[src/pgt_pkg.sv]
package pgt_pkg;

	localparam int GAIN_COUNT_DEF = 3;
	localparam int COUNT_BITS_DEF = 16;

	localparam int SUM_W  = 48;
	localparam int AVG_W  = 31;
	localparam int STEP_W = 32;
	localparam int SCL_W  = 16;
	localparam int IDX_OUT_W = 2;
	localparam int CFG_IDX_W = 3;
	localparam int CFG_DAT_W = 31;

	localparam logic signed [STEP_W-1:0] STEP_RESET = 32'sd6554;
	localparam logic [AVG_W-1:0] TOL_RESET  = 31'd655;
	localparam logic [SCL_W-1:0] GROW_POS_RESET = 16'd4506;
	localparam logic [SCL_W-1:0] GROW_NEG_RESET = 16'd4915;
	localparam logic [SCL_W-1:0] SHRINK_RESET   = 16'd3686;
	localparam logic [AVG_W-1:0] AVG_MAX = {AVG_W{1'b1}};

	typedef enum logic [1:0] {
		FUNC_SAMPLE = 2'd0,
		FUNC_TUNE   = 2'd1,
		FUNC_CLEAR  = 2'd2,
		FUNC_NOP    = 2'd3
	} func_t;

	typedef enum logic [CFG_IDX_W-1:0] {
		CFG_INITIAL_STEP   = 3'd0,
		CFG_STOP_TOLERANCE = 3'd1,
		CFG_GROW_POSITIVE  = 3'd2,
		CFG_GROW_NEGATIVE  = 3'd3,
		CFG_SHRINK         = 3'd4
	} cfg_idx_t;

	typedef struct packed {
		logic             start;
		logic [STEP_W-1:0] mag;
		logic [SCL_W-1:0]  factor;
		logic              negative;
	} scale_req_t;

endpackage

[src/pid_gain_twiddle_tuner.sv]
// Sample, clear and no-op requests, and a tune with no samples or after convergence, go from
// acceptance through the done state into the result registers. Any other tune first runs the
// bit-serial divider for the average, then the decide, scale (when rescaled) and fetch states.
// Throughput: one request at a time; the next request is taken once the result is registered.
// Reset (arst_n low, asynchronous) restores all gains' steps, sums and control registers; result data is not reset.
module pid_gain_twiddle_tuner import pgt_pkg::*; #(
	parameter int GAIN_COUNT = GAIN_COUNT_DEF,
	parameter int COUNT_BITS = COUNT_BITS_DEF
) (
	input  logic                        clk,
	input  logic                        arst_n,
	input  logic                        cfg_we,
	input  logic [CFG_IDX_W-1:0]        cfg_index,
	input  logic [CFG_DAT_W-1:0]        cfg_data,
	input  logic                        req_valid,
	output logic                        req_ready,
	input  logic [1:0]                  func,
	input  logic signed [STEP_W-1:0]    error_sample,
	output logic                        res_valid,
	input  logic                        res_ready,
	output logic                        tuned,
	output logic                        undo_valid,
	output logic [IDX_OUT_W-1:0]        undo_index,
	output logic signed [STEP_W-1:0]    undo_amount,
	output logic [IDX_OUT_W-1:0]        adjust_index,
	output logic signed [STEP_W-1:0]    adjust_amount,
	output logic [AVG_W-1:0]            last_average,
	output logic [AVG_W-1:0]            best_average,
	output logic                        converged
);

	localparam int IDX_W = (GAIN_COUNT > 1) ? $clog2(GAIN_COUNT) : 1;

	typedef enum logic [5:0] {
		ST_IDLE   = 6'b000001,
		ST_DIV    = 6'b000010,
		ST_DECIDE = 6'b000100,
		ST_SCALE  = 6'b001000,
		ST_FETCH  = 6'b010000,
		ST_DONE   = 6'b100000
	} state_t;

	state_t state_q;

	logic [AVG_W-1:0] tol_q;
	logic [SCL_W-1:0] grow_pos_q;
	logic [SCL_W-1:0] grow_neg_q;
	logic [SCL_W-1:0] shrink_q;

	logic signed [STEP_W-1:0] step_q [GAIN_COUNT];
	logic [IDX_W-1:0]         step_index_q;
	logic signed [STEP_W-1:0] last_delta_q;
	logic [SUM_W-1:0]         sum_q;
	logic [COUNT_BITS-1:0]    count_q;
	logic                     first_q;
	logic [AVG_W-1:0]         best_q;
	logic [AVG_W-1:0]         last_q;
	logic [AVG_W-1:0]         avg_q;
	logic                     adv_q;

	logic                     tuned_q;
	logic                     undo_valid_q;
	logic [IDX_OUT_W-1:0]     undo_index_q;
	logic signed [STEP_W-1:0] undo_amount_q;
	logic [IDX_OUT_W-1:0]     adjust_index_q;
	logic signed [STEP_W-1:0] adjust_amount_q;

	logic                     res_valid_q;
	logic                     res_tuned_q;
	logic                     res_undo_valid_q;
	logic [IDX_OUT_W-1:0]     res_undo_index_q;
	logic signed [STEP_W-1:0] res_undo_amount_q;
	logic [IDX_OUT_W-1:0]     res_adjust_index_q;
	logic signed [STEP_W-1:0] res_adjust_amount_q;
	logic [AVG_W-1:0]         res_last_q;
	logic [AVG_W-1:0]         res_best_q;
	logic                     res_conv_q;

	logic                     accept;
	logic                     conv;
	logic [STEP_W-1:0]        mag_in;
	logic [SUM_W:0]           sum_add;
	logic signed [STEP_W-1:0] cur_step;
	logic [STEP_W-1:0]        cur_mag;
	logic                     cur_pos;
	logic [IDX_W-1:0]         next_index;
	logic                     div_start;
	logic                     div_busy;
	logic                     div_done;
	logic [AVG_W-1:0]         div_quo;
	scale_req_t               scl_req;
	logic signed [STEP_W-1:0] scl_result;
	logic                     out_free;

	assign req_ready = (state_q == ST_IDLE);
	assign accept    = req_valid && req_ready;
	assign conv      = best_q < tol_q;
	assign out_free  = !res_valid_q || res_ready;

	always_comb begin
		mag_in     = error_sample[STEP_W-1] ? (32'd0 - error_sample) : error_sample;
		sum_add    = {1'b0, sum_q} + (SUM_W+1)'(mag_in);
		cur_step   = step_q[step_index_q];
		cur_pos    = !cur_step[STEP_W-1] && (cur_step != '0);
		cur_mag    = cur_pos ? cur_step : (32'd0 - cur_step);
		next_index = (step_index_q == IDX_W'(GAIN_COUNT - 1)) ? '0 : step_index_q + 1'b1;
		div_start  = accept && (func_t'(func) == FUNC_TUNE) && !conv && (count_q != '0);

		scl_req.start    = (state_q == ST_DECIDE) && !first_q &&
			((avg_q < best_q) || !cur_pos);
		scl_req.mag      = cur_mag;
		scl_req.factor   = (avg_q < best_q) ? (cur_pos ? grow_pos_q : grow_neg_q) : shrink_q;
		scl_req.negative = (avg_q < best_q) && !cur_pos;
	end

	pgt_divider #(
		.COUNT_BITS(COUNT_BITS)
	) u_divider (
		.clk      (clk),
		.arst_n   (arst_n),
		.start    (div_start),
		.dividend (sum_q),
		.divisor  (count_q),
		.busy     (div_busy),
		.done     (div_done),
		.quotient (div_quo)
	);

	pgt_scaler u_scaler (
		.clk    (clk),
		.req    (scl_req),
		.result (scl_result)
	);

	always_ff @(posedge clk or negedge arst_n) begin
		if (!arst_n) begin
			tol_q      <= TOL_RESET;
			grow_pos_q <= GROW_POS_RESET;
			grow_neg_q <= GROW_NEG_RESET;
			shrink_q   <= SHRINK_RESET;
		end else if (cfg_we) begin
			case (cfg_idx_t'(cfg_index))
				CFG_STOP_TOLERANCE: tol_q      <= cfg_data;
				CFG_GROW_POSITIVE:  grow_pos_q <= cfg_data[SCL_W-1:0];
				CFG_GROW_NEGATIVE:  grow_neg_q <= cfg_data[SCL_W-1:0];
				CFG_SHRINK:         shrink_q   <= cfg_data[SCL_W-1:0];
				default: ;
			endcase
		end
	end

	always_ff @(posedge clk or negedge arst_n) begin
		if (!arst_n) begin
			state_q         <= ST_IDLE;
			for (int i = 0; i < GAIN_COUNT; i++) step_q[i] <= STEP_RESET;
			step_index_q    <= '0;
			last_delta_q    <= '0;
			sum_q           <= '0;
			count_q         <= '0;
			first_q         <= 1'b1;
			best_q          <= AVG_MAX;
			last_q          <= '0;
			avg_q           <= '0;
			adv_q           <= 1'b0;
			tuned_q         <= 1'b0;
			undo_valid_q    <= 1'b0;
			undo_index_q    <= '0;
			undo_amount_q   <= '0;
			adjust_index_q  <= '0;
			adjust_amount_q <= '0;
		end else begin
			case (state_q)
				ST_IDLE: begin
					if (accept) begin
						tuned_q         <= 1'b0;
						undo_valid_q    <= 1'b0;
						undo_index_q    <= '0;
						undo_amount_q   <= '0;
						adjust_index_q  <= '0;
						adjust_amount_q <= '0;
						state_q         <= div_start ? ST_DIV : ST_DONE;
						case (func_t'(func))
							FUNC_SAMPLE: begin
								if (!conv) begin
									sum_q <= sum_add[SUM_W] ? {SUM_W{1'b1}} : sum_add[SUM_W-1:0];
									if (count_q != {COUNT_BITS{1'b1}}) count_q <= count_q + 1'b1;
								end
							end
							FUNC_CLEAR: begin
								step_index_q <= '0;
								last_delta_q <= '0;
								sum_q        <= '0;
								count_q      <= '0;
							end
							default: ;
						endcase
					end
				end
				ST_DIV: begin
					if (div_done) begin
						avg_q   <= div_quo;
						state_q <= ST_DECIDE;
					end
				end
				ST_DECIDE: begin
					adv_q <= 1'b0;
					if (first_q) begin
						best_q  <= avg_q;
						first_q <= 1'b0;
						state_q <= ST_FETCH;
					end else if (avg_q < best_q) begin
						best_q  <= avg_q;
						adv_q   <= 1'b1;
						state_q <= ST_SCALE;
					end else begin
						undo_valid_q  <= 1'b1;
						undo_index_q  <= IDX_OUT_W'(step_index_q);
						undo_amount_q <= last_delta_q;
						if (cur_pos) begin
							step_q[step_index_q] <= 32'sd0 - cur_step;
							state_q              <= ST_FETCH;
						end else begin
							adv_q   <= 1'b1;
							state_q <= ST_SCALE;
						end
					end
				end
				ST_SCALE: begin
					step_q[step_index_q] <= scl_result;
					if (adv_q) step_index_q <= next_index;
					state_q <= ST_FETCH;
				end
				ST_FETCH: begin
					last_delta_q    <= cur_step;
					adjust_index_q  <= IDX_OUT_W'(step_index_q);
					adjust_amount_q <= cur_step;
					sum_q           <= '0;
					count_q         <= '0;
					last_q          <= avg_q;
					tuned_q         <= 1'b1;
					state_q         <= ST_DONE;
				end
				ST_DONE: begin
					if (out_free) state_q <= ST_IDLE;
				end
				default: state_q <= ST_IDLE;
			endcase
		end
	end

	always_ff @(posedge clk or negedge arst_n) begin
		if (!arst_n) begin
			res_valid_q <= 1'b0;
		end else if (state_q == ST_DONE && out_free) begin
			res_valid_q <= 1'b1;
		end else if (res_ready) begin
			res_valid_q <= 1'b0;
		end
	end

	always_ff @(posedge clk) begin
		if (state_q == ST_DONE && out_free) begin
			res_tuned_q         <= tuned_q;
			res_undo_valid_q    <= undo_valid_q;
			res_undo_index_q    <= undo_index_q;
			res_undo_amount_q   <= undo_amount_q;
			res_adjust_index_q  <= adjust_index_q;
			res_adjust_amount_q <= adjust_amount_q;
			res_last_q          <= last_q;
			res_best_q          <= best_q;
			res_conv_q          <= conv;
		end
	end

	assign res_valid     = res_valid_q;
	assign tuned         = res_tuned_q;
	assign undo_valid    = res_undo_valid_q;
	assign undo_index    = res_undo_index_q;
	assign undo_amount   = res_undo_amount_q;
	assign adjust_index  = res_adjust_index_q;
	assign adjust_amount = res_adjust_amount_q;
	assign last_average  = res_last_q;
	assign best_average  = res_best_q;
	assign converged     = res_conv_q;

	a_index_range: assert property (@(posedge clk) disable iff (!arst_n)
		step_index_q <= IDX_W'(GAIN_COUNT - 1))
		else $error("step index beyond the last gain");

	a_div_idle: assert property (@(posedge clk) disable iff (!arst_n)
		(state_q == ST_IDLE) |-> !div_busy)
		else $error("divider busy while waiting for a request");

	a_busy_after_accept: assert property (@(posedge clk) disable iff (!arst_n)
		accept |=> !req_ready)
		else $error("request taken while the previous one is in progress");

	a_untuned_clean: assert property (@(posedge clk) disable iff (!arst_n)
		(res_valid && !tuned) |-> (!undo_valid && adjust_amount == '0 && undo_amount == '0))
		else $error("deltas reported without a tune step");

endmodule

[src/pgt_divider.sv]
module pgt_divider import pgt_pkg::*; #(
	parameter int COUNT_BITS = COUNT_BITS_DEF
) (
	input  logic                  clk,
	input  logic                  arst_n,
	input  logic                  start,
	input  logic [SUM_W-1:0]      dividend,
	input  logic [COUNT_BITS-1:0] divisor,
	output logic                  busy,
	output logic                  done,
	output logic [AVG_W-1:0]      quotient
);

	localparam int CNT_W = $clog2(SUM_W);

	logic                  busy_q;
	logic                  done_q;
	logic [CNT_W-1:0]      cnt_q;
	logic [COUNT_BITS-1:0] rem_q;
	logic [COUNT_BITS-1:0] div_q;
	logic [SUM_W-1:0]      quo_q;
	logic [COUNT_BITS:0]   shifted;
	logic                  ge;
	logic [COUNT_BITS:0]   diff;

	always_comb begin
		shifted = {rem_q, quo_q[SUM_W-1]};
		ge      = shifted >= {1'b0, div_q};
		diff    = shifted - {1'b0, div_q};
	end

	always_ff @(posedge clk or negedge arst_n) begin
		if (!arst_n) begin
			busy_q <= 1'b0;
			done_q <= 1'b0;
			cnt_q  <= '0;
		end else begin
			done_q <= 1'b0;
			if (start) begin
				busy_q <= 1'b1;
				cnt_q  <= '0;
			end else if (busy_q) begin
				if (cnt_q == CNT_W'(SUM_W - 1)) begin
					busy_q <= 1'b0;
					done_q <= 1'b1;
				end
				cnt_q <= cnt_q + 1'b1;
			end
		end
	end

	always_ff @(posedge clk) begin
		if (start) begin
			rem_q <= '0;
			div_q <= divisor;
			quo_q <= dividend;
		end else if (busy_q) begin
			rem_q <= ge ? diff[COUNT_BITS-1:0] : shifted[COUNT_BITS-1:0];
			quo_q <= {quo_q[SUM_W-2:0], ge};
		end
	end

	assign busy     = busy_q;
	assign done     = done_q;
	assign quotient = (quo_q[SUM_W-1:AVG_W] != '0) ? AVG_MAX : quo_q[AVG_W-1:0];

endmodule

[src/pgt_scaler.sv]
module pgt_scaler import pgt_pkg::*; (
	input  logic                     clk,
	input  scale_req_t               req,
	output logic signed [STEP_W-1:0] result
);

	localparam int PROD_W = STEP_W + SCL_W;
	localparam int P_W    = PROD_W - 12;

	logic [PROD_W-1:0] prod_q;
	logic              neg_q;
	logic [PROD_W-1:0] rounded;
	logic [P_W-1:0]    p;
	logic [STEP_W-1:0] pc;

	always_ff @(posedge clk) begin
		if (req.start) begin
			prod_q <= PROD_W'(req.mag) * PROD_W'(req.factor);
			neg_q  <= req.negative;
		end
	end

	always_comb begin
		rounded = prod_q + PROD_W'(2048);
		p       = rounded[PROD_W-1:12];
		if (neg_q) begin
			pc     = (p > P_W'(33'h080000000)) ? 32'h80000000 : p[STEP_W-1:0];
			result = $signed(32'd0 - pc);
		end else begin
			pc     = (p > P_W'(32'h7FFFFFFF)) ? 32'h7FFFFFFF : p[STEP_W-1:0];
			result = $signed(pc);
		end
	end

endmodule

[config.mk]
export PLATFORM = sky130hd
export DESIGN_NAME = pid_gain_twiddle_tuner
export DESIGN_NICKNAME = d
export VERILOG_FILES = /design/src/pgt_pkg.sv /design/src/pid_gain_twiddle_tuner.sv /design/src/pgt_divider.sv /design/src/pgt_scaler.sv
export SDC_FILE = /design/constraint.sdc
export NUM_CORES = 2
export LEC_CHECK = 0
export ABC_AREA = 1
export BUFFER_PORTS_ARGS = -buffer_cell sky130_fd_sc_hd__buf_2
export CAP_MARGIN = 10
export CORE_ASPECT_RATIO = 0.75
export CORE_MARGIN = 10
export CORE_UTILIZATION = 40
export CTS_BUF_LIST = sky130_fd_sc_hd__clkbuf_4 sky130_fd_sc_hd__clkbuf_8
export CTS_CLUSTER_DIAMETER = 50
export DETAILED_ROUTE_END_ITERATION = 8
export GPL_TIMING_DRIVEN = 0
export SYNTH_ARGS = -nofsm -noshare
export SYNTH_HDL_FRONTEND = slang
export SYNTH_SLANG_ARGS = --single-unit
export TNS_END_PERCENT = 30
[constraint.sdc]
create_clock -name clk -period 9.2 [get_ports clk]
set_input_delay 0.92 -clock clk [delete_from_list [all_inputs] [get_ports clk]]
set_output_delay 0.92 -clock clk [all_outputs]
set_load 0.05 [all_outputs]
==> impl_metrics.tcl <==
set metrics [dict create \
    grtUsageMet2 0.3488 \
    area_growth_pct 14.71 \
    antenna_found_initial 10 \
    cp_slowest_cell "fa_1" \
    synthTopCellsByArea "dfrtp_1 18%, fa_1 16%, edfxtp_1 13%" \
    clockBufferDepth 3 \
    async_flop_share 0.6435 \
    syn_avg_cell_area_sq_um 8.158 \
    final_util 0.4607 \
    design.core.area_sq_um 130800 \
    fin_nets 7550 \
    worst-path-max-fanout 10 \
    drive_gt1_frac 0.1314 \
    grt.overflow.total 0 \
    grt_max_degree 107 \
    cpPeakStageDelay_ns 0.58 \
    arrival_ns 9.54 \
    ys_warn_count 0 \
    initial_core_util 0.4016 \
    fin_crit_ns 8.942 \
    syn-cell-area_sq_um 52520 \
    final_common_cell "nand2_1" \
    tritoncts "done" \
    cap_violations 0 \
    peakVddDrop_mv 0.1475 \
    combPwrFrac 0.268 \
    max_freq_mhz 111.8 \
    max_slew_margin 0.2352 \
    p_int_mw 6.019 \
    use_met3 0.07015 \
    final_cell_mix "1626 x nand2_1, 1028 x inv_1, 654 x nor2_1" \
    drtPass1Iterations 8 \
    slew_viol_final 0 \
    seqPwrFrac 0.419 \
    cp-start-kind "flip-flop" \
    gp_congestion 0.9849 \
    die-area_sq_um 146400 \
    cp-end-kind "flip-flop" \
    tightestPinTransition_ns 1.137 \
    synth_cell_type_count 64 \
    p_sw_mw 3.558 \
    dp_hpwl_um 152100 \
    clockPowerShare 0.313 \
    multi_input_area_sq_um 29470 \
    yosysSeqAreaShare 0.3582 \
    drc_errors 0 \
    cts_buffers 112 \
    setup_violations 0 \
    drt-total-wl_um 190100 \
    place_inst 8415 \
    die_h_um 333.8 \
    cp.required_ns 9.80 \
    rows 115 \
    clk_pin_slew_worst_paths_ns 0.07 \
    fin_worst_skew_ns 0.05293 \
    finalSetupTns_ns 0 \
    gr-usage-met1 0.3889 \
    path_class "flip-flop to flip-flop" \
    synth_seq_cells 704 \
    p_leak_nw 29.50 \
    hold_violations 0 \
    yosysTopAreaCell "dfrtp_1" \
    track_usage 0.2547 \
    cts_max_level 3 \
    status "complete, no violations" \
    drt_iter0_markers 4861 \
    syn_nets 7162 \
    post-place-ws_ns -2.243 \
    synth_edf_count 235 \
    yosysTopAreaCellShare 0.1777 \
    die_w_um 438.4 \
    hp-class "primary input to flip-flop" \
    fill_cells 12990 \
    crit_family "adder cells" \
    io_pins 208 \
    wire_per_inst_um 21.89 \
    cts_sinks 704 \
    busiest_layer "met1" \
    worst_slack_ns 0.2583 \
    synth_cells 6438 \
    seq_area_sq_um 18810 \
    port_buffers 206 \
    hold_slack_ns 0.3468 \
    clk_latency_ns 0.82 \
    period_share 0.9719 \
    grt_pass1_wl_um 284700 \
    vias 45510 \
    power_density_nw_per_um2 158.9 \
    crit_buf_inv 16 \
    ant_nets 0 \
    synth_flop_cell "dfrtp_1" \
    cts-root-buf "clkbuf_8" \
    via_per_inst 5.240 \
    grt_pass1_vias 44320 \
    instances_no_fill 8686 \
    switching_share 0.3715 \
]
[synthesized netlist by cell type (8+ instances only)]
| cell | number |
|---|---|
| fa_1 | 419 |
| or2_2 | 9 |
| nor2_1 | 676 |
| nor3_1 | 50 |
| nand2_1 | 1651 |
| o21ai_1 | 20 |
| ha_1 | 232 |
| dfstp_2 | 80 |
| o211ai_1 | 13 |
| nor4_1 | 25 |
| a31oi_1 | 19 |
| o22ai_1 | 24 |
| o21ai_0 | 523 |
| xor2_1 | 110 |
| inv_2 | 15 |
| buf_4 | 9 |
| dfrtp_1 | 373 |
| dfxtp_1 | 16 |
| buf_2 | 66 |
| nor2_2 | 26 |
| nand4_1 | 47 |
| xnor2_1 | 51 |
| nand2_2 | 8 |
| clkbuf_1 | 119 |
| a21oi_1 | 222 |
| buf_6 | 11 |
| o21a_1 | 20 |
| nand3_1 | 197 |
| edfxtp_1 | 235 |
| inv_1 | 1052 |
| o21ai_2 | 10 |
| o41ai_1 | 9 |
| clkinv_1 | 9 |
| o21bai_1 | 8 |
| o31ai_1 | 10 |
[routing by layer]
| layer | wire length [um] | vias up |
|---|---|---|
| li1 | - | 20990 |
| met1 | 88660 | 22370 |
| met2 | 76220 | 1895 |
| met3 | 20080 | 252 |
| met4 | 5077 | 4 |
| met5 | 86 | - |
[flip-flops by register name (all words and copies together), names as in the netlist, 32 cells and up]
signal	cells
step_q	96
undo_amount	32
last_delta_q	32
sum_q	48
undo_amount_q	32
u_divider.quo_q	48
adjust_amount_q	32
u_scaler.prod_q	37
adjust_amount	32
[stage by stage]
stage	total power, mW	area, sq um
after floorplan	5.624	52520
after global placement	6.533	55750
after detailed placement	6.539	56060
after CTS	9.567	59470
after global routing	10.05	60250
final	9.577	60250
[worst reg2reg max path, delay by kind of cell, from the launching register on]
family | cells | cell delay [ns]
xor+xnor | 1 | 0.30
fa+ha+maj | 8 | 3.73
compound gates | 4 | 0.72
simple gates | 13 | 1.76
flops | 1 | 0.36
buf+inv | 16 | 1.86
[power by group through the flow]
stage,sequential (mW),combinational (mW),clock (mW)
global route,4.05,2.79,3.20
floorplan,4.26,1.37,0
detailed placement,4.06,2.48,0
finish,4.02,2.56,3.00
global placement,4.11,2.43,0
CTS,4.01,2.51,3.05
[worst paths after layout]
kind | end | depth (start not counted) | from | slack [ns]
min in group asynchronous | tol_q[27] | 2 | arst_n | 0.63
worst max-delay path | u_scaler.prod_q[37] | 42 | step_index_q[1] | 0.26
worst max register to register | u_scaler.prod_q[37] | 42 | step_index_q[1] | 0.26
max in group asynchronous | step_q[61] | 4 | arst_n | 7.05
worst min register to register | last_average[23] | 0 | last_q[23] | 0.44
worst min-delay path | tol_q[28] | 3 | cfg_data[28] | 0.35
[final cells by class]
cell class	count	share of cell area
Multi-Input combinational cell	4444	0.4891
Sequential cell	704	0.3122
Inverter	1078	0.06874
Tap cell	1755	0.03645
Clock buffer	164	0.03435
Timing Repair Buffer	274	0.03026
Buffer	212	0.02122
Clock inverter	49	0.007393
Antenna cell	6	0.0002492
[kinds of logic (layout without fill, tap and decap cells)]
group,Yosys count,after routing,share of synthesized area
buffers and inverters,1290,1777,0.09607
AO/OA/AOI/OAI,918,918,0.09550
adder cells (fa/ha/maj),651,651,0.2150
flip-flops,704,704,0.3582
other,0,6,0
XOR/XNOR,161,161,0.02685
AND/OR/NAND/NOR,2714,2714,0.2084
[repair_timing]
action / 4_1_cts / 5_1_grt
setup buffers: 30 / 22
hold buffers: 1 / 0
gates resized for setup: 205 / 151
gates cloned: 0 / 0
hold endpoints to repair: 25 / 0
endpoints found under the setup margin: 37 / 31
pin swaps: 17 / 33
Power figures use the tool's default switching activity.
